File: config.mk
export PLATFORM = sky130hd
export DESIGN_NAME = oaht_fifo
export DESIGN_NICKNAME = d
export VERILOG_FILES = /design/src/hw/rtl/oaht_fifo.sv
export SDC_FILE = /design/constraint.sdc
export NUM_CORES = 1
export LEC_CHECK = 0
export ABC_AREA = 1
export BUFFER_PORTS_ARGS = -buffer_cell sky130_fd_sc_hd__buf_2
export CORE_AREA = 2 2 39 41
export CTS_CLUSTER_DIAMETER = 50
export DETAILED_ROUTE_END_ITERATION = 8
export DIE_AREA = 0 0 41 43
export PLACE_DENSITY = 0.45
export SLEW_MARGIN = 40
export SYNTH_ARGS = -nofsm -noshare
export SYNTH_HDL_FRONTEND = slang
export SYNTH_SLANG_ARGS = --single-unit
File: constraint.sdc
create_clock -name clock -period 2.2 [get_ports clock]
set_input_delay 0.44 -clock clock [delete_from_list [all_inputs] [get_ports clock]]
set_output_delay 0.44 -clock clock [all_outputs]
set_load 0.01 [all_outputs]
File: src/hw/rtl/oaht_fifo.sv
// ----------------------------------------------------------------------------
// Small queue
// Register-based first-in first-out queue with full and empty flags.
// ----------------------------------------------------------------------------
module oaht_fifo #(
   parameter int  DEPTH     = 2,
   parameter type item_type = logic
) (
   input  logic     clock,
   input  logic     reset,
   input  logic     push,
   input  item_type push_data,
   output logic     full,
   input  logic     pop,
   output logic     empty,
   output item_type pop_data
);

   localparam int PTR_W   = $clog2(DEPTH);
   localparam int COUNT_W = $clog2(DEPTH + 1);

   item_type           entries_ff [DEPTH];
   logic [PTR_W-1:0]   wr_ff, wr_in, rd_ff, rd_in;
   logic [COUNT_W-1:0] count_ff, count_in;
   logic               do_push, do_pop;

   assign full     = (count_ff == COUNT_W'(DEPTH));
   assign empty    = (count_ff == '0);
   assign do_push  = push & ~full;
   assign do_pop   = pop & ~empty;
   assign pop_data = entries_ff[rd_ff];

   always_comb begin
      wr_in    = wr_ff;
      rd_in    = rd_ff;
      count_in = count_ff;
      if (do_push) begin
         wr_in = (wr_ff == PTR_W'(DEPTH - 1)) ? '0 : wr_ff + PTR_W'(1);
      end
      if (do_pop) begin
         rd_in = (rd_ff == PTR_W'(DEPTH - 1)) ? '0 : rd_ff + PTR_W'(1);
      end
      if (do_push && !do_pop) begin
         count_in = count_ff + COUNT_W'(1);
      end else if (do_pop && !do_push) begin
         count_in = count_ff - COUNT_W'(1);
      end
   end

   always_ff @(posedge clock) begin
      if (reset) begin
         wr_ff    <= '0;
         rd_ff    <= '0;
         count_ff <= '0;
      end else begin
         wr_ff    <= wr_in;
         rd_ff    <= rd_in;
         count_ff <= count_in;
      end
   end

   always_ff @(posedge clock) begin
      if (do_push) begin
         entries_ff[wr_ff] <= push_data;
      end
   end

endmodule

==> After elaboration in Yosys (flattened, before gate mapping) <==
Memory sizes are Yosys's and may differ from the RTL's. A register that Yosys moved wholly into a read port is not among the register bits.
Index checks and enable logic that the tools add are counted.
{ "word_totals": {"memories": 1, "ramBits": 2, "regBits": 4, "elab_cells": 27, "rom_bits": 0, "output_inout_bits": 3, "inputBits": 5, "latch_bits": 0} }
{ "classes": {"n_mul": 0, "div_mod_pow": 0, "shift": 0, "order_cmp": 0, "reduce_logical": 6, "n_eq_ne": 1, "bitwise_logic": 4, "add_sub_neg": 4, "muxes": 8} }
{ "mem_list": {"columns": ["memory", "depth", "word_bits", "rd", "rd_ports_with_merged_regs", "write_ports", "line", "text"], "rows": [
  ["entries_ff", 2, 1, 1, 1, 1, "22", "item_type entries_ff [DEPTH];"]
]} }
{ "op_table": {"columns": ["cell", "count"], "rows": [
  ["two-way mux 1 bit", 6],
  ["two-way mux 2 bit", 2],
  ["adder 1 bit, second input constant", 2],
  ["adder 2 x 1 -> 2 bit, second input constant", 1],
  ["bitwise AND 1 bit", 2],
  ["== test 2 bit, second input constant", 1],
  ["logical AND 1 bit", 2],
  ["logical NOT 1 bit", 2],
  ["logical NOT 2 bit", 1],
  ["inverter 1 bit", 2],
  ["nonzero test 2 bit", 1],
  ["subtractor 2 x 1 -> 2 bit, second input constant", 1]
]} }

==> Depth between registers and ports, before layout <==
Gate-level depths: netlist of the first run.
{ "depth": {"depth_word": 7, "depth_mapped": 10, "depth_no_buf": 10} }

==> Worst setup path after synthesis of the first run <==
OpenSTA, ideal clock, no wires.
{ "synth_timing": {"path_type": "flip-flop to flip-flop", "from": "register count_ff[1]", "to": "register count_ff[1]", "required_time_ns": 2.136, "slack_ns": 0.913, "path_buffers": 0, "arrival_time_ns": 1.224, "path_stages_with_launch": 10, "path_cell_list": "dfxtp_1 > inv_2 > o21ai_2 > inv_2 > ha_1 > inv_1 > nand3_1 > nand2_1 > inv_1 > nor2_1"} }
{ "synth_between": {"elab_chain_cells": 6, "word_cells_on_any_way": 15} }
{ "synth_lines": {"columns": ["item", "line", "text"], "rows": [
  ["start, declared", "24", "logic [COUNT_W-1:0] count_ff, count_in;"],
  ["start signal, assigned", "58", "count_ff <= count_in;"],
  ["== test 2 bit / logical NOT 2 bit (equally long branches)", "27, 28", null],
  ["inverter 1 bit, on equally long branches", "29, 30", null],
  ["bitwise AND 1 bit, on equally long branches", "29, 30", null],
  ["logical NOT 1 bit, on equally long branches", "45, 43", null],
  ["logical AND 1 bit, on equally long branches", "45, 43", null],
  ["nonzero test 2 bit (no source line) / two-way mux 2 bit (equally long branches)", null, null]
]} }
Parallel ways exist; a longest one is shown, timed or not. The select of a mux whose other input is x is not followed.
A chain may end at the register's enable or synchronous reset.

==> results of run 1 <==
## synth_stat cells (all sizes together)
library cell  count  share of area, %
and2              1               1.9
inv               9                10
mux2              1               3.5
ha                1               3.9
dfxtp             5                31
o21ai             5                10
nand3             1               1.5
nand4             1               1.9
nand2             4               5.4
edfxtp            2                19
a21oi             1               1.5
nor2              9                10
## metal layers
metal	up-vias	global-route usage, %	part of all wire (%)
met3	2	9.42	8.9
met5	-	0	0
met1	108	7.82	44
met2	9	10.6	46
li1	148	-	-
met4	0	4.00	1.1
## worst paths after layout
kind                from             to  slack, ns  cells after the start
max             register       pop_data       0.75                      2
min            push_data  entries_ff[1]       0.38                      1
max reg2reg  count_ff[1]    count_ff[1]       0.79                      9
min reg2reg        wr_ff          wr_ff       0.50                      2
## power by group
part	switching (W)	internal, W	total [W]	leakage (nW)
clock	0.0000472	0.0000692	0.000116	0.0150
sequential	0.0000337	0.000171	0.000204	0.0601
combinational	0.000110	0.0000833	0.000194	0.117
total	0.000191	0.000323	0.000514	0.192
## cell type report
cell class,count,area [µm²]
Clock buffer,4,26.3
Fill cell,158,978
Inverter,9,33.8
Multi-Input combinational cell,24,130
Sequential cell,7,160
Tap cell,16,20.0
Timing Repair Buffer,7,35.0
## stage by stage
step           instances  utilization (%)  hold WS (ns)  instance area [µm²]
3_3_place_gp          63             27.4         0.499                  379
3_5_place_dp          63             27.4         0.494                  379
2_1_floorplan         40                -         0.474                  324
6_report              67             29.3         0.382                  405
4_1_cts               67             29.3         0.375                  405
5_1_grt               67             29.3         0.370                  405
## layout by cell type, fill, tap and decap left out, drive strengths merged
| master | instances |
|---|---|
| a21oi | 1 |
| and2 | 1 |
| buf | 7 |
| clkbuf | 4 |
| dfxtp | 5 |
| edfxtp | 2 |
| ha | 1 |
| inv | 9 |
| mux2 | 1 |
| nand2 | 4 |
| nand3 | 1 |
| nand4 | 1 |
| nor2 | 9 |
| o21ai | 5 |
## kinds of logic after synthesis
| logic type | Yosys count | synth area share, % |
|---|---|---|
| adders and majority gates | 1 | 3.86 |
| DFF | 7 | 49.4 |
| and+or+nand+nor | 16 | 21.2 |
| AOI/OAI and AO/OA | 6 | 11.6 |
| buffers and inverters | 9 | 10.4 |
| muxes | 1 | 3.47 |
==> reports/qor.log, run 1 <==
INFO  timing         clock_skew=0.00176ns
INFO  min_path       type_of_the_most_critical_hold_path=in2reg
INFO  run_status     outcome=completed
INFO  timing         setup_viol=0
INFO  timing         fin_ws=0.747ns
INFO  placed_design  place_ws=0.784ns
INFO  cts            cts_root_buffer=clkbuf_4
INFO  logic_synthesis yosysWarnings=0
INFO  die            core_area=1380µm²
INFO  logic_synthesis syn_area=324µm²
INFO  logic_synthesis syn-num-nets=46
INFO  die            io_pins=8
INFO  routing        drt_drc_violations_left=0
INFO  timing         finalMaxSlewViolations=0
INFO  timing         tightestPinTransition=0.259ns
INFO  critical_path  arrival=1.01ns
INFO  power          maximum_vdd_drop=0.000454V
INFO  layout         layout_cells_sized_above_1=33.3%
INFO  logic_synthesis syn_area_per_cell=8.10µm²
INFO  cts            clkLatencyLatePin=0.25ns
INFO  placed_design  detailedPlacementHpwl=422µm
INFO  logic_synthesis synth_cells=40
INFO  die            initial_utilization=23.4%
INFO  routing        first_iter_violations=4
INFO  timing         clock.fmax=0.688GHz
INFO  timing         tns=0ns
INFO  die            die_width=41µm
INFO  die            fp-row-count=14
INFO  placed_design  gp_congestion=0.706
INFO  cts            postCtsResizedCells=0
INFO  critical_path  path_cells=mux2_2 -> buf_2
INFO  routing        detailroute.via_count=267
INFO  global_routing gr-usage-all-layers=8.27%
INFO  global_routing grt_max_degree=7
INFO  routing        total_routed_length=531µm
INFO  critical_path  crit_family=multiplexers
INFO  global_routing first_global_vias=221
INFO  timing         unrepaired_setup_endpoints_after_global_routing=false
INFO  die            floorplan.die.height=43µm
INFO  critical_path  cpMaxStageDelayCell=mux2_2
INFO  cts            cts_max_path_buffers=2
INFO  critical_path  critPathMaxFanout=1
INFO  critical_path  cp.required=1.76ns
INFO  cts            tritoncts_num_sinks=7
INFO  critical_path  path_buf_inv=1
INFO  cts            cts_tree=done
INFO  power          p_leak=0.192nW
INFO  power          powerDensity=1270nW/µm²
INFO  timing         report.final.hold_viol_count=0
INFO  cts            htree_levels=1
INFO  logic_synthesis synth.yosys.seq_area_share=49.4%
INFO  logic_synthesis number_of_register_bits_inferred_by_synthesis=7
INFO  timing         timing.final.crit_period=1.45ns
INFO  layout         insertedDiodeCount=0
INFO  routing        post_drt_wl_per_cell=7.93µm
INFO  cts            cts_made_buffers=3
INFO  power          p_total=0.000514W
INFO  global_routing overflow=0
INFO  cts            holdBufCountCts=0
INFO  timing         relative_slew_margins=82.7%
INFO  cts            cts.reportedPaths.clkPinSlew=0.05ns
INFO  placed_design  portBuffers=7
INFO  layout         final_nets=58
INFO  critical_path  critical_path.max_stage_delay=0.32ns
INFO  cts            cts_setup_buffers=0
INFO  critical_path  setup.worst_path.start_class=register
INFO  die            die_area=1760µm²
INFO  global_routing number_of_antenna_violations_at_the_first_check_in_global_routing=0
INFO  layout         syn2layout_area_growth=25.1%
INFO  global_routing grt_pass1_wl=869µm
INFO  routing        avgViaCountPerCell=3.99
INFO  critical_path  critical_path_class=reg2out
INFO  critical_path  worst_setup_path_end_kind=output pin
INFO  routing        drt-pass1-iter-count=4
INFO  job            maxCapViolCount=0
INFO  timing         timing.final.crit_share=66.1%
INFO  logic_synthesis synth.distinct_cells=16
INFO  routing        antenna_left=0
Note: power is estimated with default switching activity, not from simulation.
==> inputs of run 2 (changes only) <==
==> constraint.sdc (replaced) <==
create_clock -name clock -period 1.5 [get_ports clock]
set_input_delay 0.3 -clock clock [delete_from_list [all_inputs] [get_ports clock]]
set_output_delay 0.3 -clock clock [all_outputs]
set_load 0.01 [all_outputs]
==> reports/qor.log, run 2 (synthesized netlist as in run 1, its figures left out) <==
INFO  run_status     outcome=completed [unchanged]
INFO  global_routing first_global_vias=270 [was 221]
INFO  timing         setup_viol=0 [unchanged]
INFO  power          internal_power=0.000489W [was 0.000323 W]
INFO  layout         insertedDiodeCount=0 [unchanged]
INFO  global_routing number_of_antenna_violations_at_the_first_check_in_global_routing=0 [unchanged]
INFO  power          power.share.sequential=37.4% [was 39.7%]
INFO  min_path       type_of_the_most_critical_hold_path=in2reg [unchanged]
INFO  critical_path  cpMaxStageDelayCell=dfxtp_1 [was mux2_2]
INFO  timing         timing.final.crit_share=89.6%
INFO  layout         final_nets=59 [was 58]
INFO  power          powerDensity=1880nW/µm² [was 1270 nW/µm²]
INFO  power          maximum_vdd_drop=0.000659V [was 0.000454 V]
INFO  placed_design  gp_congestion=0.683 [was 0.706]
INFO  routing        post_drt_wl_per_cell=8.09µm [was 7.93 µm]
INFO  cts            htree_levels=1 [unchanged]
INFO  layout         layout_cells_sized_above_1=34.6% [was 33.3%]
INFO  power          p_leak=0.197nW [was 0.192 nW]
INFO  critical_path  worst_setup_path_end_kind=register [was output pin]
INFO  power          share_clk_of_total_power=22.5% [was 22.6%]
INFO  timing         clock.fmax=0.744GHz
INFO  timing         timing.final.crit_period=1.34ns
INFO  timing         post_route_worst_hold_slack=0.240ns [was 0.382 ns]
INFO  die            core_area=1380µm² [unchanged]
INFO  critical_path  cp.required=1.69ns [was 1.76 ns]
INFO  critical_path  timing.reg2reg.setup_slack=0.16ns [was 0.79 ns]
INFO  die            die_area=1760µm² [unchanged]
INFO  cts            cts_max_path_buffers=2 [unchanged]
INFO  cts            cts_root_buffer=clkbuf_4 [unchanged]
INFO  cts            cts.reportedPaths.clkPinSlew=0.05ns [about the same]
INFO  job            maxCapViolCount=0 [unchanged]
INFO  critical_path  cp_common_cell=inv_1
INFO  routing        detailroute.via_count=280 [was 267]
INFO  die            fp-row-count=14 [unchanged]
INFO  timing         tightestPinTransition=0.253ns [was 0.259 ns]
INFO  critical_path  critPathMaxFanout=6 [was 1]
INFO  placed_design  portBuffers=7 [unchanged]
INFO  routing        drt_drc_violations_left=0 [unchanged]
INFO  routing        avgViaCountPerCell=4.12 [was 3.99]
INFO  layout         final_common_cell=nor2_1 [unchanged]
INFO  cts            clkLatencyLatePin=0.25ns [about the same]
INFO  global_routing gr-usage-all-layers=8.58% [was 8.27%]
INFO  timing         unrepaired_setup_endpoints_after_global_routing=false [unchanged]
INFO  global_routing grt_max_degree=7 [unchanged]
INFO  cts            postCtsResizedCells=0 [unchanged]
INFO  critical_path  critical_path_class=reg2reg [was reg2out]
INFO  cts            cts_tree=done [unchanged]
INFO  placed_design  detailedPlacementHpwl=422µm [about the same]
INFO  cts            holdBufCountCts=0 [unchanged]
INFO  routing        first_iter_violations=4 [unchanged]
INFO  die            initial_utilization=23.4% [unchanged]
INFO  power          power.combinational.fraction=40.1% [was 37.6%]
INFO  cts            cts_made_buffers=3 [unchanged]
INFO  timing         relative_slew_margins=83.1% [was 82.7%]
INFO  die            floorplan.die.height=43µm [unchanged]
INFO  cts            cts_setup_buffers=0 [unchanged]
INFO  timing         clock_skew=0.00160ns [was 0.00176 ns]
INFO  cts            tritoncts_num_sinks=7 [unchanged]
INFO  critical_path  arrival=1.54ns [was 1.01 ns]
INFO  routing        antenna_left=0 [unchanged]
INFO  critical_path  critical_path.max_stage_delay=0.37ns [was 0.32 ns]
INFO  timing         report.final.hold_viol_count=0 [unchanged]
INFO  critical_path  setup.worst_path.start_class=register [unchanged]
INFO  die            io_pins=8 [unchanged]
INFO  power          power_switching=0.000287W [was 0.000191 W]
INFO  critical_path  path_cells=o21ai_2 -> inv_2 -> ha_1 -> inv_1 -> nand3_1 -> nand2_1 -> inv_1 -> nor2_1 [was mux2_2 -> buf_2]
INFO  routing        total_routed_length=550µm [was 531 µm]
INFO  global_routing overflow=0 [unchanged]
INFO  power          power.switching_fraction=37.0% [was 37.2%]
INFO  timing         tns=0ns [unchanged]
INFO  routing        drt-pass1-iter-count=4 [unchanged]
INFO  layout         most-common-layout-cells=nor2_1 (9), buf_2 (7), inv_1 (6) [unchanged]
INFO  global_routing grt_pass1_wl=952µm [was 869 µm]
INFO  layout         syn2layout_area_growth=27.4% [was 25.1%]
INFO  timing         finalMaxSlewViolations=0 [unchanged]
INFO  die            die_width=41µm [unchanged]
run 2: cell types whose count changed in the layout (fill, tap and decap cells not counted):
cell	before	now
buf_4	0	1
run 2: power groups by stage:
stage	Sequential, W	Combinational [W]	Clock (W)
final	0.000290	0.000311	0.000175
after CTS	0.000292	0.000316	0.000185
after detailed placement	0.000296	0.000313	0
after floorplan	0.000294	0.000220	0
after global routing	0.000301	0.000358	0.000196
after global placement	0.000297	0.000317	0
run 2: through the flow:
stage	instances	power [W]	utilization [%]	setup slack [ns]	instance area, µm²
finish	68	0.000775	29.8	0.155	413
detailed placement	64	0.000609	27.9	0.148	387
floorplan	40	0.000514	-	0.213	324
global placement	64	0.000614	27.9	0.159	387
CTS	68	0.000793	29.8	0.138	413
global route	68	0.000854	29.8	0.00306	413
run 2: path summary, 6_finish.rpt:
path	startpoint	cells past startpoint	endpoint
setup reg to reg	count_ff[0]	8	count_ff[1]
hold / removal	push_data	1	entries_ff[1]
setup / recovery	count_ff[0]	8	count_ff[1]
hold reg to reg	wr_ff	2	wr_ff
run 2: final cells by class:
class | count | area, µm²
tap | 16 | 20.0
timing repair buffer | 8 | 42.5
inverter | 9 | 33.8
multi-input combinational | 24 | 130
clock buffer | 4 | 26.3
fill | 156 | 971
sequential | 7 | 160
run 2: critical path, delay by kind of cell (launching register included):
kind / cells / cell delay (ns)
and+or+nand+nor: 3 / 0.22
buffers and inverters: 3 / 0.17
DFF: 1 / 0.37
AOI/OAI and AO/OA: 1 / 0.23
adders and majority gates: 1 / 0.29
run 2: routing by layer:
| layer | global-route usage, % | part of all wire (%) | up-vias |
|---|---|---|---|
| met5 | 0 | 0 | - |
| met4 | 4.00 | 1.1 | 0 |
| met1 | 8.17 | 45 | 121 |
| li1 | - | - | 150 |
| met2 | 12.2 | 45 | 7 |
| met3 | 7.85 | 8.5 | 2 |
