File: config.mk
export PLATFORM = sky130hd
export DESIGN_NAME = oaht_front
export DESIGN_NICKNAME = d
export VERILOG_FILES = /design/src/hw/rtl/oaht_pkg.sv /design/src/hw/rtl/oaht_reduce.sv /design/src/hw/rtl/oaht_front.sv
export SDC_FILE = /design/constraint.sdc
export NUM_CORES = 1
export LEC_CHECK = 0
export BUFFER_PORTS_ARGS = -buffer_cell sky130_fd_sc_hd__buf_2
export CAP_MARGIN = 20
export CORE_MARGIN = 2
export CORE_UTILIZATION = 45
export CTS_BUF_LIST = sky130_fd_sc_hd__clkbuf_8
export DETAILED_ROUTE_END_ITERATION = 7
export PLACE_DENSITY = 0.73
export SYNTH_ARGS = -nofsm -noshare
export SYNTH_HDL_FRONTEND = slang
export SYNTH_SLANG_ARGS = --single-unit
export TNS_END_PERCENT = 50
File: constraint.sdc
create_clock -name clock -period 23.8 [get_ports clock]
set_clock_uncertainty 0.05 [all_clocks]
set_input_delay 4.76 -clock clock [delete_from_list [all_inputs] [get_ports clock]]
set_output_delay 4.76 -clock clock [all_outputs]
set_load 0.05 [all_outputs]
File: src/hw/rtl/oaht_pkg.sv
// ----------------------------------------------------------------------------
// Open-addressing hash table package
// Shared field widths, command, status, flag and register codes, and the
// packed item types that travel between the parts of the table.
// ----------------------------------------------------------------------------
package oaht_pkg;

   localparam int TABLE_DEPTH = 1024;

   localparam int KEY_W      = 64;
   localparam int ID_W       = 16;
   localparam int HASH_W     = 32;
   localparam int CMD_W      = 2;
   localparam int STATUS_W   = 3;
   localparam int SLOT_IDX_W = 10;
   localparam int CAP_W      = 11;
   localparam int POL_W      = 2;
   localparam int CNT_W      = 12;
   localparam int CSR_IDX_W  = 3;
   localparam int CSR_DATA_W = 16;

   localparam logic [CMD_W-1:0] CMD_INSERT = 2'd0;
   localparam logic [CMD_W-1:0] CMD_REMOVE = 2'd1;

   localparam logic [POL_W-1:0] POL_QUAD   = 2'd1;
   localparam logic [POL_W-1:0] POL_DOUBLE = 2'd2;

   localparam logic [STATUS_W-1:0] ST_DONE      = 3'd0;
   localparam logic [STATUS_W-1:0] ST_ID_RANGE  = 3'd1;
   localparam logic [STATUS_W-1:0] ST_DUPLICATE = 3'd2;
   localparam logic [STATUS_W-1:0] ST_NOT_FOUND = 3'd3;
   localparam logic [STATUS_W-1:0] ST_NO_ROOM   = 3'd4;

   localparam logic [1:0] FLAG_EMPTY = 2'd0;
   localparam logic [1:0] FLAG_LIVE  = 2'd1;
   localparam logic [1:0] FLAG_TOMB  = 2'd2;

   localparam logic [CSR_IDX_W-1:0] CSR_CAPACITY = 3'd0;
   localparam logic [CSR_IDX_W-1:0] CSR_POLICY   = 3'd1;
   localparam logic [CSR_IDX_W-1:0] CSR_MIN_ID   = 3'd2;
   localparam logic [CSR_IDX_W-1:0] CSR_MAX_ID   = 3'd3;

   localparam logic [CAP_W-1:0] CAP_RESET    = 11'd1021;
   localparam logic [POL_W-1:0] POL_RESET    = 2'd0;
   localparam logic [ID_W-1:0]  MIN_ID_RESET = 16'd0;
   localparam logic [ID_W-1:0]  MAX_ID_RESET = 16'hFFFF;

   typedef struct packed {
      logic [CMD_W-1:0]  command;
      logic [KEY_W-1:0]  key;
      logic [HASH_W-1:0] hashed_key;
      logic [ID_W-1:0]   entry_id;
   } req_type;

   typedef struct packed {
      logic [STATUS_W-1:0]   status;
      logic                  found;
      logic [SLOT_IDX_W-1:0] slot_index;
      logic                  rebuilt;
   } rsp_type;

   // Classified item handed from the front to the back.
   typedef struct packed {
      logic [CMD_W-1:0]  command;
      logic [KEY_W-1:0]  key;
      logic [HASH_W-1:0] hashed_key;
      logic [ID_W-1:0]   entry_id;
      logic [CAP_W-1:0]  base;
      logic [CAP_W-1:0]  dstep;
      logic              id_bad;
   } work_type;

   // Payload of one table slot.
   typedef struct packed {
      logic [KEY_W-1:0]  key;
      logic [ID_W-1:0]   id;
      logic [HASH_W-1:0] hash;
   } entry_type;

endpackage

File: src/hw/rtl/oaht_reduce.sv
// ----------------------------------------------------------------------------
// Hash reducer
// Serial remainder unit: hash mod capacity and the double-hash step
// (11 minus hash mod 11) reduced mod capacity, two hash bits per cycle.
// ----------------------------------------------------------------------------
module oaht_reduce
   import oaht_pkg::*;
(
   input  logic              clock,
   input  logic              reset,
   input  logic              start,
   input  logic [HASH_W-1:0] hash,
   input  logic [CAP_W-1:0]  cap,
   output logic              done,
   output logic [CAP_W-1:0]  base,
   output logic [CAP_W-1:0]  dstep
);

   localparam int DIV_STEPS = HASH_W / 2;
   localparam int RCNT_W    = $clog2(DIV_STEPS);
   localparam logic [3:0] DH_PRIME = 4'd11;

   typedef enum logic [2:0] {
      R_IDLE = 3'b001,
      R_DIV  = 3'b010,
      R_STEP = 3'b100
   } red_state_type;

   red_state_type      state_ff, state_in;
   logic [HASH_W-1:0]  shift_ff, shift_in;
   logic [CAP_W-1:0]   rc_ff, rc_in, rc_mid, rc_nxt;
   logic [3:0]         r11_ff, r11_in, r11_mid, r11_nxt;
   logic [3:0]         step_ff, step_in;
   logic [RCNT_W-1:0]  cnt_ff, cnt_in;
   logic               done_ff, done_in;

   function automatic logic [CAP_W-1:0] cap_step(input logic [CAP_W-1:0] r, input logic b,
                                                 input logic [CAP_W-1:0] d);
      logic [CAP_W:0] t;
      t = {r, b};
      if (t >= {1'b0, d}) t = t - {1'b0, d};
      return t[CAP_W-1:0];
   endfunction

   function automatic logic [3:0] prime_step(input logic [3:0] r, input logic b);
      logic [4:0] t;
      t = {r, b};
      if (t >= {1'b0, DH_PRIME}) t = t - {1'b0, DH_PRIME};
      return t[3:0];
   endfunction

   assign rc_mid  = cap_step(rc_ff, shift_ff[HASH_W-1], cap);
   assign rc_nxt  = cap_step(rc_mid, shift_ff[HASH_W-2], cap);
   assign r11_mid = prime_step(r11_ff, shift_ff[HASH_W-1]);
   assign r11_nxt = prime_step(r11_mid, shift_ff[HASH_W-2]);

   always_comb begin
      state_in = state_ff;
      shift_in = shift_ff;
      rc_in    = rc_ff;
      r11_in   = r11_ff;
      step_in  = step_ff;
      cnt_in   = cnt_ff;
      done_in  = 1'b0;
      unique case (state_ff)
         R_IDLE: begin
            if (start) begin
               shift_in = hash;
               rc_in    = '0;
               r11_in   = '0;
               cnt_in   = '0;
               state_in = R_DIV;
            end
         end
         R_DIV: begin
            shift_in = {shift_ff[HASH_W-3:0], 2'b00};
            rc_in    = rc_nxt;
            r11_in   = r11_nxt;
            cnt_in   = cnt_ff + RCNT_W'(1);
            if (cnt_ff == RCNT_W'(DIV_STEPS - 1)) begin
               step_in  = DH_PRIME - r11_nxt;
               state_in = R_STEP;
            end
         end
         R_STEP: begin
            // step is at most 11, so a few subtracts bring it below capacity
            if (CAP_W'(step_ff) >= cap) begin
               step_in = step_ff - cap[3:0];
            end else begin
               done_in  = 1'b1;
               state_in = R_IDLE;
            end
         end
         default: state_in = R_IDLE;
      endcase
   end

   always_ff @(posedge clock) begin
      if (reset) begin
         state_ff <= R_IDLE;
         done_ff  <= 1'b0;
      end else begin
         state_ff <= state_in;
         done_ff  <= done_in;
      end
   end

   always_ff @(posedge clock) begin
      shift_ff <= shift_in;
      rc_ff    <= rc_in;
      r11_ff   <= r11_in;
      step_ff  <= step_in;
      cnt_ff   <= cnt_in;
   end

   assign done  = done_ff;
   assign base  = rc_ff;
   assign dstep = CAP_W'(step_ff);

endmodule

File: src/hw/rtl/oaht_front.sv
// ----------------------------------------------------------------------------
// Hash table front end
// Accepts items, checks the insert ID range and reduces the hash into the
// probe base and double-hash step, then queues the item for the back end.
// ----------------------------------------------------------------------------
module oaht_front
   import oaht_pkg::*;
(
   input  logic             clock,
   input  logic             reset,
   input  logic             hold,
   input  logic             req_push,
   output logic             req_full,
   input  req_type          req_data,
   input  logic [CAP_W-1:0] cap,
   input  logic [ID_W-1:0]  min_id,
   input  logic [ID_W-1:0]  max_id,
   output logic             wq_push,
   output work_type         wq_item,
   input  logic             wq_full
);

   typedef enum logic [2:0] {
      F_IDLE   = 3'b001,
      F_REDUCE = 3'b010,
      F_PUSH   = 3'b100
   } front_state_type;

   front_state_type  state_ff, state_in;
   req_type          item_ff, item_in;
   logic             bad_ff, bad_in;
   logic             accept;
   logic             red_done;
   logic [CAP_W-1:0] red_base, red_dstep;

   assign req_full = (state_ff != F_IDLE) | hold;
   assign accept   = req_push & ~req_full;

   oaht_reduce u_reduce (
      .clock (clock),
      .reset (reset),
      .start (accept),
      .hash  (req_data.hashed_key),
      .cap   (cap),
      .done  (red_done),
      .base  (red_base),
      .dstep (red_dstep)
   );

   always_comb begin
      state_in = state_ff;
      item_in  = item_ff;
      bad_in   = bad_ff;
      wq_push  = 1'b0;
      unique case (state_ff)
         F_IDLE: begin
            if (accept) begin
               item_in  = req_data;
               bad_in   = (req_data.entry_id < min_id) | (req_data.entry_id > max_id);
               state_in = F_REDUCE;
            end
         end
         F_REDUCE: begin
            if (red_done) state_in = F_PUSH;
         end
         F_PUSH: begin
            if (!wq_full) begin
               wq_push  = 1'b1;
               state_in = F_IDLE;
            end
         end
         default: state_in = F_IDLE;
      endcase
   end

   always_comb begin
      wq_item.command    = item_ff.command;
      wq_item.key        = item_ff.key;
      wq_item.hashed_key = item_ff.hashed_key;
      wq_item.entry_id   = item_ff.entry_id;
      wq_item.base       = red_base;
      wq_item.dstep      = red_dstep;
      wq_item.id_bad     = bad_ff;
   end

   always_ff @(posedge clock) begin
      if (reset) begin
         state_ff <= F_IDLE;
      end else begin
         state_ff <= state_in;
      end
   end

   always_ff @(posedge clock) begin
      item_ff <= item_in;
      bad_ff  <= bad_in;
   end

endmodule

* Yosys cells after proc, flatten, opt, wreduce, memory -nomap -nowiden *
Index checks and enable logic that the tools add are counted.

operators by class
  add/sub/neg operators = 7
  $mul = 0
  div/mod/pow operators = 0
  magnitude comparators = 7
  eq/ne operators = 15
  shifts and indexed selects = 0
  mux-type cells = 24
  bitwise gates (word level) = 5
  reductions and logical operators = 8

operators with widths
  cell                                                                                 number
  32-bit case mux with 2 select lines                                                  1
  11-bit 2-to-1 mux                                                                    3
  32-bit 2-to-1 mux                                                                    1
  12-bit by 11-bit greater-or-equal comparator with 1-bit output                       2
  4-bit case mux with 2 select lines                                                   3
  11-bit case mux with 2 select lines                                                  1
  11-bit subtractor                                                                    2
  4-bit 2-to-1 mux                                                                     5
  3-bit case mux with 3 select lines                                                   2
  16-bit greater-than comparator                                                       1
  16-bit less-than comparator                                                          1
  3-bit 2-to-1 mux                                                                     5
  4-bit by 11-bit greater-or-equal comparator with 1-bit output                        1
  5-bit by 4-bit greater-or-equal comparator with 1-bit output, second input constant  2
  3-bit AND reduction                                                                  3
  2-bit != test, second input constant                                                 4
  4-bit subtractor, second input constant                                              2
  3-bit by 1-bit == test with 1-bit output, second input constant                      2
  3-bit by 2-bit == test with 1-bit output, second input constant                      2
  3-bit == test, second input constant                                                 2
  2-bit by 1-bit != test with 1-bit output, second input constant                      3
  4-bit by 1-bit adder with 4-bit output, second input constant                        1
  4-bit == test, second input constant                                                 1
  2-bit AND reduction                                                                  2
  9 further kinds                                                                      14

word-level totals
  register bits after elaboration = 177
  latch bits = 0
  memory bits (writable) = 0
  ROM bits = 0
  output and inout port bits = 139
  word-level logic and storage cells = 79
  memories = 0

* Depth between registers and ports, before layout *
Gate-level depths: netlist of run 1.

  depth after elaboration = 7
  depth in mapped cells = 21

* Hierarchy *
From an unflattened synthesis of run 1, not the netlist that was laid out.

second synthesis, totals
  cells, all modules = 692
  area total of the unflattened synthesis = 8,574.5 µm²

by module, submodules not included
  module       instances  cells each  area each (µm²)  seq. area each (µm²)
  oaht_front   1          249         4,413.0          3,513.4
  oaht_reduce  1          443         4,161.5          1,731.7

* Least setup slack after synthesis of run 1 *
Ideal clock, no wire load.

  path type = input-to-reg
  from = input port hold
  to = register u_reduce.rc_ff[0] (netlist: u_reduce.base[0]), enable pin
  setup time = 478 ps
  arrival = 10,769 ps
  data required time = 23,272 ps
  slack = 12,503 ps
  cell stages on the path = 4
  path buffers = 0
  path through = nor4b_1 > and2_1 > nand3b_1 > a21oi_1

between the ends
  longest elaborated chain between the ends = 5

RTL lines
  what                           RTL line            text
  from (decl)                    oaht_front.sv:11    input logic hold,
  1-bit bitwise OR               oaht_front.sv:36    assign req_full = (state_ff != F_IDLE) | hold;
  1-bit NOT                      oaht_front.sv:37    assign accept = req_push & ~req_full;
  1-bit AND                      oaht_front.sv:37
  2-bit != test (no line)        --
  2-bit AND reduction (no line)  --
  to (signal assigned)           oaht_reduce.sv:110  rc_ff <= rc_in;
  to (decl)                      oaht_reduce.sv:31   logic [CAP_W-1:0] rc_ff, rc_in, rc_mid, rc_nxt;

No other way between the ends.
A chain may end at the register's enable or synchronous reset.

* Worst setup path after layout of run 1 *
  from = input port hold
  to = output port req_full

between the ends
  longest elaborated chain between the ends = 1

RTL lines
  what              RTL line          text
  1-bit bitwise OR  oaht_front.sv:36
  to (decl)         oaht_front.sv:13  output logic req_full,

No other way between the ends.

==> results by group, run 1 <==
Run status
  • Outcome: finished, final reports clean

Cells and area
  • Post-layout net count: around 1200
  • Non-Filler Instances: around 1200
  • Area growth syn-to-layout: 25.0%
  • Share of cells above drive strength 1: 0.335
  • FILL cells: ~1600
  • Final core utilization: 0.570

Yosys
  • Synth area leader: edfxtp_1
  • Top post-synthesis cells by area: edfxtp_1 60%, ha_1 8.9%, nand2_1 4.9%, inv_1 2.4%, nor2_1 1.9%
  • Cell Area, Synth: 8480 um^2
  • Cells after Synth: a little under 700
  • EDFF count, synth: 170
  • Syn. warnings: 0
  • Mapped Avg Cell Area: 12.3 um^2
  • Async set-reset flop share out of synthesis: 0
  • Sequential fraction of the synthesis area: 0.619
  • Flops & latches, synth: 177
  • Post-synth top area share: 0.602
  • Synth Flop Type: edfxtp_1
  • Netlist cell types: 58

Floorplanning
  • Die W: 141 um
  • DIE HEIGHT: between 100 and 150 um
  • Die area: 20000 um^2
  • Boundary Pins: 301
  • Initial Util: 0.456
  • Total core area: ~19000 um^2
  • Std cell rows: 50

Clock network
  • CTS resizes: 0
  • Clk Latency, worst-skew pair: ~0.46 ns
  • H-Tree Level Count: 4
  • Post-CTS setup buffer count: 0
  • Worst-path clk slew: 0.10 ns
  • CTS Root Cell: clkbuf_8
  • Clock Sinks: 177
  • Total CTS buffers: 17
  • Clock Path Buffers: 2
  • Hold-fix buffers, CTS: 0
  • CTS tree: done

Timing
  • RSZ-0062 raised after global routing: no
  • Slew @ Worst Pin: 1.04 ns
  • Final min period: 10.27 ns
  • Setup TNS: 0 ns
  • Final Cycle Share: 0.431
  • Final WS setup: 13.53 ns
  • Final Setup Violations: 0
  • Fmax: 97.4 MHz
  • Final slew viol count: 0
  • Slew headroom: 0.309
  • Final hold violation count: 0
  • Hold Slack: roughly 0.45 ns

Worst setup path
  • CP arrival: 5.46 ns
  • Setup crit end kind: output pin
  • CP Class: in -> out
  • Worst path required time: 18.99 ns
  • Setup crit start kind: primary input
  • RR Startpoint: u_reduce.shift_ff[31]$_DFFE_PP_
  • Crit Path Max Fanout: 2
  • Cell with the largest stage delay on the worst path: nor4b_1
  • Slowest stage delay, CP: 0.31 ns
  • CP startpoint: hold
  • CP Cell Sequence: buf_2, nor4b_1, inv_1, buf_2
  • Most used cell, CP: buf_2

Route
  • Final ANT Viol Nets: 0
  • DRT Wirelength: 20200 um
  • Drt pass-1 iters: 5
  • Residual DRC: 0
  • Drt wl/cell: 16.4 um
  • DR vias/cell: 5.03
  • Initial DRC count: 376
  • Via Count: 6223

Worst hold path
  • HP Start: u_reduce.done$_SDFF_PP0_
  • Min-Delay Path Class: reg -> reg

Placed design
  • Routability cong.: 0.852
  • Detailed Place HPWL: 15400 um
  • Dpl ws: 13.53 ns
  • PortBufs: 293
  • Placed cell count: ~1200

Power
  • Peak VDD IR: 0.0453 mV
  • Leak: between 0.004 and 0.005 uW
  • PwrDens: 68.5 nW/um^2

Global routing
  • Initial antenna violation count: 2
  • First-pass GRT wire length: about 31000 um
  • Vias in the first global route: 6043
  • Pin count of the biggest net entering global routing: 80
  • Overall Global Routing Usage: 0.200
  • Grt ovf: 0

Flow run
  • Max-Cap Viols: 0
-- where the power goes --
part           internal, uW  leakage (uW)  switching (uW)
combinational          51.4       0.00289            96.3
sequential              358       0.00164            4.90
clock                  89.9      0.000209             126
total                   499       0.00474             227
-- cell families after synthesis --
| group | synth area share |
|---|---|
| other | 0.000442 |
| buffers and inverters | 0.0381 |
| XOR/XNOR | 0.0207 |
| AO/OA/AOI/OAI | 0.0807 |
| adder cells (fa/ha/maj) | 0.0956 |
| multiplexers | 0.0158 |
| AND/OR/NAND/NOR | 0.130 |
| flip-flops | 0.619 |
-- layer usage --
layer / vias to the layer above / routed length (um) / track usage / share of wire
li1: 3078 / - / - / -
met1: 2925 / 8110 / 0.238 / 0.40
met2: 199 / 10300 / 0.345 / 0.51
met3: 21 / 1520 / 0.0682 / 0.075
met4: 0 / 329 / 0.0616 / 0.016
met5: - / 0 / 0 / 0
-- layout make-up --
class                   count  area [um^2]  share of cell area
flip-flops and latches    177         5250               0.495
multi-input cells         445         2950               0.279
repair buffers            295         1480               0.140
well taps                 234          293              0.0276
clock buffers              17          234              0.0221
inverters                  54          203              0.0191
clock inverters            14          186              0.0176
diodes                      1         2.50            0.000236
-- critical path, delay by kind of cell --
family,cells,cell delay (ns)
and+or+nand+nor,1,0.31
buffers and inverters,3,0.39
-- synthesized netlist by cell type, types with 2 or more instances --
master / n
mux2i_1: 10
nor2b_1: 8
mux2_1: 3
nand2b_1: 10
o21bai_1: 3
clkbuf_1: 9
dfxtp_1: 7
a21oi_1: 23
a31oi_1: 2
o22ai_1: 2
and2_1: 8
nand2_1: 111
nand3_1: 11
nand4_1: 10
o211a_1: 2
o21ai_0: 10
inv_1: 54
a211oi_2: 2
buf_4: 8
a21o_1: 14
a211oi_1: 6
ha_1: 60
buf_2: 3
or3_1: 5
edfxtp_1: 170
nor4b_1: 2
xor2_1: 7
a211o_1: 4
xnor2_1: 13
o21a_1: 4
nand3b_1: 4
nor4_1: 4
fa_1: 3
nor2_1: 44
o21ai_1: 17
nor3_1: 16
-- cells in the final DEF (no fill, tap or decap), types with 6 or more instances in the layout --
cell type / instances
nor3_1: 16
nor2b_1: 8
xnor2_1: 13
ha_1: 60
a21o_1: 14
nor2_1: 43
mux2i_1: 10
nand2b_1: 10
clkbuf_8: 17
nand3_1: 11
a211oi_1: 6
edfxtp_1: 170
and2_1: 7
dfxtp_1: 7
o21ai_1: 17
nand4_1: 10
a21oi_1: 22
buf_2: 293
o21ai_0: 10
xor2_1: 7
inv_1: 54
nand2_1: 111
conb_1: 7
-- final timing paths --
| path | end | slack (ns) | depth (start not counted) |
|---|---|---|---|
| min | state_ff[2]$_SDFFE_PP0P_ | 0.45 | 2 |
| max | req_full | 13.53 | 4 |
| max reg2reg | u_reduce.base[2]$_SDFFCE_PN0P_ | 18.62 | 17 |
| min reg2reg | state_ff[2]$_SDFFE_PP0P_ | 0.45 | 2 |
-- through the flow --
stage	total power, uW	area, um^2
final	726	10600
after global routing	758	10600
after CTS	733	10600
after detailed placement	518	10200
after global placement	514	10200
after floorplan	478	8500
-- registers in the layout (all words and copies together), names as in the netlist --
register	flops
wq_item	114
u_reduce.shift_ff	32
u_reduce.base	11
u_reduce.cnt_ff	4
u_reduce.r11_ff	4
u_reduce.step_ff	4
state_ff	3
u_reduce.state_ff	3
bad_ff	1
u_reduce.done	1
Note: power is estimated with default switching activity, not from simulation.
==> run 2, diff against run 1 <==
--- a/config.mk
+++ b/config.mk
@@ -11,7 +11,7 @@
 export CORE_UTILIZATION = 45
 export CTS_BUF_LIST = sky130_fd_sc_hd__clkbuf_8
 export DETAILED_ROUTE_END_ITERATION = 7
-export PLACE_DENSITY = 0.73
+export PLACE_DENSITY = 0.76
 export SYNTH_ARGS = -nofsm -noshare
 export SYNTH_HDL_FRONTEND = slang
 export SYNTH_SLANG_ARGS = --single-unit
==> constraint.sdc (replaced) <==
create_clock -name clock -period 9.2 [get_ports clock]
set_clock_uncertainty 0.05 [all_clocks]
set_input_delay 1.84 -clock clock [delete_from_list [all_inputs] [get_ports clock]]
set_output_delay 1.84 -clock clock [all_outputs]
set_load 0.05 [all_outputs]
==> results by group, run 2 (synthesized netlist as in run 1, its figures left out) <==
Floorplanning
  • Total core area: 18600 um^2 (unchanged)
  • Initial Util: 0.456 (unchanged)
  • Boundary Pins: 301 (unchanged)
  • DIE HEIGHT: 141 um (unchanged)
  • Std cell rows: 50 (unchanged)
  • Die area: 20000 um^2 (unchanged)
  • Die W: 141 um (unchanged)

Worst setup path
  • Setup crit start kind: primary input
  • Reg2reg setup slack: 4.21 ns (-14.41 ns)
  • Worst path required time: 9.32 ns (-9.67 ns)
  • Setup crit end kind: register
  • CP arrival: 6.01 ns (+0.55 ns)
  • CP Class: in -> reg
  • Crit Path Max Fanout: 17 (+15)

Cells and area
  • Max FFs per register: 114 (unchanged)
  • Final instance area: 10600 um^2 (about the same)
  • Area growth syn-to-layout: 24.9% (about the same)
  • Sequential standard cell area: 5250 um^2 (unchanged)
  • Final core utilization: 0.570 (about the same)
  • Commonest non-fill, non-tap cell in the layout: buf_2
  • Post-layout net count: 1215 (unchanged)
  • Most frequent cells in the layout: 293 x buf_2, 170 x edfxtp_1, 111 x nand2_1, 60 x ha_1, 55 x inv_1
  • Multi-input logic area: 2950 um^2 (unchanged)
  • Share of cells above drive strength 1: 0.332 (-0.00333)
  • FILL cells: 1576 (-3.8%)

Power
  • Peak VDD IR: 0.0880 mV (+94%)
  • Leak: 0.00474 uW (about the same)
  • PwrDens: 177 nW/um^2 (+160%)

Timing
  • Setup TNS: 0 ns (unchanged)
  • Hold Slack: 0.448 ns (-0.00552 ns)
  • Final Cycle Share: 0.640
  • Final min period: 5.89 ns
  • Final Setup Violations: 0 (unchanged)
  • Slew @ Worst Pin: 1.02 ns (-0.0196 ns)
  • Slew headroom: 0.322 (+0.0131)
  • RSZ-0062 raised after global routing: no
  • Final slew viol count: 0 (unchanged)
  • Final WS setup: 3.31 ns (-10.22 ns)
  • Fmax: 170 MHz
  • Final hold violation count: 0 (unchanged)

Route
  • Drt pass-1 iters: 4 (-1)
  • DR vias/cell: 5.07 (+0.75%)
  • Via Count: 6275 (+0.84%)
  • Drt wl/cell: 16.5 um (+0.68%)
  • DRT Wirelength: 20400 um (+0.76%)
  • Residual DRC: 0 (unchanged)
  • Final ANT Viol Nets: 0 (unchanged)
  • Initial DRC count: 312 (-17%)

Placed design
  • Routability cong.: 0.862 (+1.2%)
  • Detailed Place HPWL: 15600 um (+1.6%)
  • Placed instance area: 10200 um^2 (unchanged)
  • Dpl ws: 2.82 ns (-10.71 ns)
  • PortBufs: 293 (unchanged)

Global routing
  • Initial antenna violation count: 1 (-1)
  • First-pass GRT wire length: 31400 um (+1.9%)
  • Vias in the first global route: 6057 (+0.23%)
  • Overall Global Routing Usage: 0.203 (+0.00267)
  • Grt ovf: 0 (unchanged)
  • Pin count of the biggest net entering global routing: 79 (-1.3%)

Clock network
  • CTS tree: done
  • Clock Sinks: 177 (unchanged)
  • CTS resizes: 0 (unchanged)
  • Total CTS buffers: 17 (unchanged)
  • Post-CTS setup buffer count: 0 (unchanged)
  • Clock Path Buffers: 2 (unchanged)
  • Worst-path clk slew: 0.09 ns (about the same)
  • CTS Root Cell: clkbuf_8
  • H-Tree Level Count: 4 (unchanged)
  • Hold-fix buffers, CTS: 0 (unchanged)
  • Clk Latency, worst-skew pair: 0.46 ns (about the same)

Flow run
  • Max-Cap Viols: 0 (unchanged)

Worst hold path
  • Min-Delay Path Class: reg -> reg

Run status
  • Outcome: finished, final reports clean
[run 2: changes by cell type in the layout (fill, tap and decap cells not counted), sizes merged]
| cell | previous run | this run |
|---|---|---|
| clkinv | 7 | 6 |
| bufinv | 1 | 2 |
| inv | 60 | 61 |
[run 2: per-stage QoR]
stage	instances	power (uW)
detailed placement	1205	1340
global route	1237	1960
floorplan	697	1240
CTS	1237	1890
global placement	1205	1330
finish	1238	1880
[run 2: final timing paths]
path                                         from                        endpoint  cells after the start
setup / recovery                           cap[0]  u_reduce.base[4]$_SDFFCE_PN0P_                     17
hold / removal           u_reduce.done$_SDFF_PP0_        state_ff[2]$_SDFFE_PP0P_                      2
setup reg to reg  u_reduce.shift_ff[31]$_DFFE_PP_  u_reduce.base[4]$_SDFFCE_PN0P_                     17
hold reg to reg          u_reduce.done$_SDFF_PP0_        state_ff[2]$_SDFFE_PP0P_                      2
[run 2: metal layers]
metal,vias up,global-route usage,share of wire
met5,-,0,0
met4,0,0.0626,0.016
met3,24,0.0709,0.078
met2,216,0.335,0.49
met1,2963,0.252,0.42
li1,3072,-,-
[run 2: area by class of cell]
| cell class | count | share of cell area |
|---|---|---|
| clock buffer | 17 | 0.0221 |
| antenna | 1 | 0.000236 |
| inverter | 54 | 0.0191 |
| tap | 234 | 0.0276 |
| multi-input combinational | 445 | 0.279 |
| sequential | 177 | 0.495 |
| timing repair buffer | 295 | 0.140 |
| clock inverter | 15 | 0.0167 |
[run 2: worst max-delay path, cell delays in order]
cell	delay (ns)
buf_2	0.13
ha_1	0.23
fa_1	0.40
nand2b_1	0.19
a211oi_2	0.25
o41ai_2	0.13
a21o_1	0.36
mux2_1	0.41
ha_1	0.33
nand3_1	0.12
o21bai_1	0.14
nand3_1	0.13
nand2_1	0.12
o21ai_1	0.13
nor4_4	0.77
mux2i_1	0.27
nor2_1	0.06
[run 2: power breakdown]
part	leakage (uW)	switching (uW)	total [uW]	internal, uW
combinational	0.00289	251	385	133
clock	0.000210	303	554	251
sequential	0.00164	12.7	938	925
total	0.00474	567	1880	1310
==> run 3, diff against run 2 <==
==> constraint.sdc (replaced) <==
create_clock -name clock -period 5.2 [get_ports clock]
set_clock_uncertainty 0.05 [all_clocks]
set_input_delay 1.04 -clock clock [delete_from_list [all_inputs] [get_ports clock]]
set_output_delay 1.04 -clock clock [all_outputs]
set_load 0.05 [all_outputs]
==> results by group, run 3 (synthesized netlist as in run 1, its figures left out) <==
Floorplanning
  • Initial Util: 0.456 (unchanged)
  • Total core area: 18600 um^2 (unchanged)
  • DIE HEIGHT: 141 um (unchanged)
  • Std cell rows: 50 (unchanged)
  • Die W: 141 um (unchanged)
  • Boundary Pins: 301 (unchanged)
  • Die area: 20000 um^2 (unchanged)

Clock network
  • Post-CTS setup buffer count: 0 (unchanged)
  • CTS resizes: 0 (unchanged)
  • Total CTS buffers: 17 (unchanged)
  • Clk Latency, worst-skew pair: 0.45 ns (about the same)
  • H-Tree Level Count: 4 (unchanged)
  • Hold-fix buffers, CTS: 0 (unchanged)
  • Clock Sinks: 177 (unchanged)
  • Clock Path Buffers: 2 (unchanged)
  • Worst-path clk slew: 0.09 ns (about the same)
  • CTS tree: done
  • CTS Root Cell: clkbuf_8

Route
  • DR vias/cell: 5.09 (+0.47%)
  • Via Count: 6320 (+0.72%)
  • Drt pass-1 iters: 5 (+1)
  • DRT Wirelength: 20800 um (+2.0%)
  • Final ANT Viol Nets: 0 (unchanged)
  • Residual DRC: 0 (unchanged)
  • Initial DRC count: 351 (+13%)
  • Drt wl/cell: 16.8 um (+1.8%)

Power
  • Leak: 0.00473 uW (-0.14%)
  • Switching Fraction: 0.310 (+0.00773)
  • Reg power frac: 0.516 (+0.016)
  • PwrDens: 304 nW/um^2 (+72%)
  • Power Internal: 2220 uW (+69%)
  • Clock Power Share: 0.267 (-0.028)
  • Logic gate share of total power: 0.216 (+0.011)
  • Peak VDD IR: 0.161 mV (+83%)
  • Psw: 996 uW (+76%)

Timing
  • Slew headroom: 0.346 (+0.0237)
  • Final Setup Violations: 0 (unchanged)
  • Hold Slack: 0.454 ns (+0.00540 ns)
  • Final hold violation count: 0 (unchanged)
  • Final slew viol count: 0 (unchanged)
  • Final Cycle Share: 0.886
  • Fmax: ~220 MHz
  • Slew @ Worst Pin: 0.981 ns (-0.0355 ns)
  • RSZ-0062 raised after global routing: no
  • Setup TNS: 0 ns (unchanged)
  • Final WS setup: 0.594 ns (-2.72 ns)
  • Final min period: about 4.6 ns

Worst setup path
  • Critical path destination: u_reduce.base[3]$_SDFFCE_PN0P_
  • RR Endpoint: u_reduce.base[3]$_SDFFCE_PN0P_
  • CP startpoint: cap[0]
  • Crit Path Max Fanout: 8 (-9)
  • R2R depth: 18 (+1)
  • CP arrival: 4.72 ns (-1.29 ns)
  • Setup crit end kind: register
  • Reg2reg setup slack: 0.73 ns (-3.48 ns)
  • Setup crit start kind: primary input
  • Worst path required time: 5.31 ns (-4.01 ns)
  • CP Class: in -> reg
  • RR Startpoint: u_reduce.shift_ff[31]$_DFFE_PP_

Global routing
  • Overall Global Routing Usage: 0.208 (+0.00462)
  • Vias in the first global route: 6078 (+0.35%)
  • First-pass GRT wire length: 31800 um (+1.3%)
  • Grt ovf: 0 (unchanged)
  • Pin count of the biggest net entering global routing: 65 (-18%)
  • Initial antenna violation count: 1 (unchanged)

Placed design
  • Dpl ws: 0.138 ns (-2.69 ns)
  • Detailed Place HPWL: 16000 um (+2.6%)
  • PortBufs: 293 (unchanged)
  • Routability cong.: 0.845 (-2.0%)

Run status
  • Outcome: finished, final reports clean

Cells and area
  • Share of cells above drive strength 1: 0.334 (+0.00199)
  • Most frequent cells in the layout: 293 x buf_2, 170 x edfxtp_1, 111 x nand2_1, 60 x ha_1, 56 x inv_1
  • Commonest non-fill, non-tap cell in the layout: buf_2
  • Post-layout net count: 1219 (+0.33%)
  • Max FFs per register: 114 (unchanged)
  • Area growth syn-to-layout: 24.6%

Flow run
  • Max-Cap Viols: 0 (unchanged)

Worst hold path
  • Min-Delay Path Class: reg -> reg
run 3: changes by cell type in the layout (fill, tap and decap cells not counted):
cell and change:
bufinv_16 -2, clkinv_8 -2, clkinv_1 -1, buf_12 +1
inv_1 +1, buf_4 +3, clkinvlp_4 +1, clkinv_2 +1
clkinv_4 +1
run 3: stage by stage:
stage	cells	utilization	total power [uW]	instance area (um^2)
floorplan	697	-	2180	8510
global placement	1209	0.550	2370	10200
detailed placement	1209	0.550	2390	10200
CTS	1240	0.568	3240	10600
global route	1241	0.568	3370	10600
finish	1241	0.568	3210	10600
run 3: power by group through the flow:
stage | clock network (uW) | registers [uW] | logic (uW)
CTS | 888 | 1660 | 697
floorplan | 0 | 1840 | 345
global placement | 0 | 1690 | 682
detailed placement | 0 | 1690 | 694
global route | 940 | 1670 | 760
finish | 859 | 1660 | 696
run 3: worst min-delay path by stage:
stage | cells after the start | to | from
6_report | 2 | u_reduce.shift_ff[22]$_DFFE_PP_ | u_reduce.shift_ff[20]$_DFFE_PP_
5_1_grt | 2 | u_reduce.shift_ff[22]$_DFFE_PP_ | u_reduce.shift_ff[20]$_DFFE_PP_
4_1_cts | 2 | u_reduce.shift_ff[22]$_DFFE_PP_ | u_reduce.shift_ff[20]$_DFFE_PP_
3_5_place_dp | 2 | u_reduce.shift_ff[22]$_DFFE_PP_ | u_reduce.shift_ff[20]$_DFFE_PP_
3_3_place_gp | 2 | state_ff[2]$_SDFFE_PP0P_ | u_reduce.done$_SDFF_PP0_
2_1_floorplan | 1 | state_ff[2]$_SDFFE_PP0P_ | state_ff[0]$_SDFFE_PP1P_
run 3: final cells by class:
type	instances	area, um^2
sequential	177	5250
multi-input combinational	445	2950
timing repair buffer	299	1520
antenna	1	2.50
inverter	54	203
fill	1631	8020
tap	234	293
clock inverter	14	105
clock buffer	17	234
run 3: routing by layer:
metal	vias to the layer above	wire [um]	part of all wire	track usage
met3	27	1610	0.077	0.0675
met5	-	0	0	0
li1	3086	-	-	-
met4	0	532	0.026	0.0763
met1	2976	8560	0.41	0.262
met2	231	10100	0.49	0.337
run 3: critical path: stages:
cell      delay (ns)
buf_2           0.12
ha_1            0.22
fa_1            0.40
nand2b_1        0.19
a211oi_2        0.24
o41ai_2         0.13
a21o_1          0.26
mux2_1          0.36
ha_1            0.34
nand3_1         0.12
o21bai_1        0.13
nand3_1         0.14
nand2_1         0.13
o21ai_1         0.13
nor4_4          0.25
buf_4           0.24
mux2i_1         0.21
nor2_1          0.06
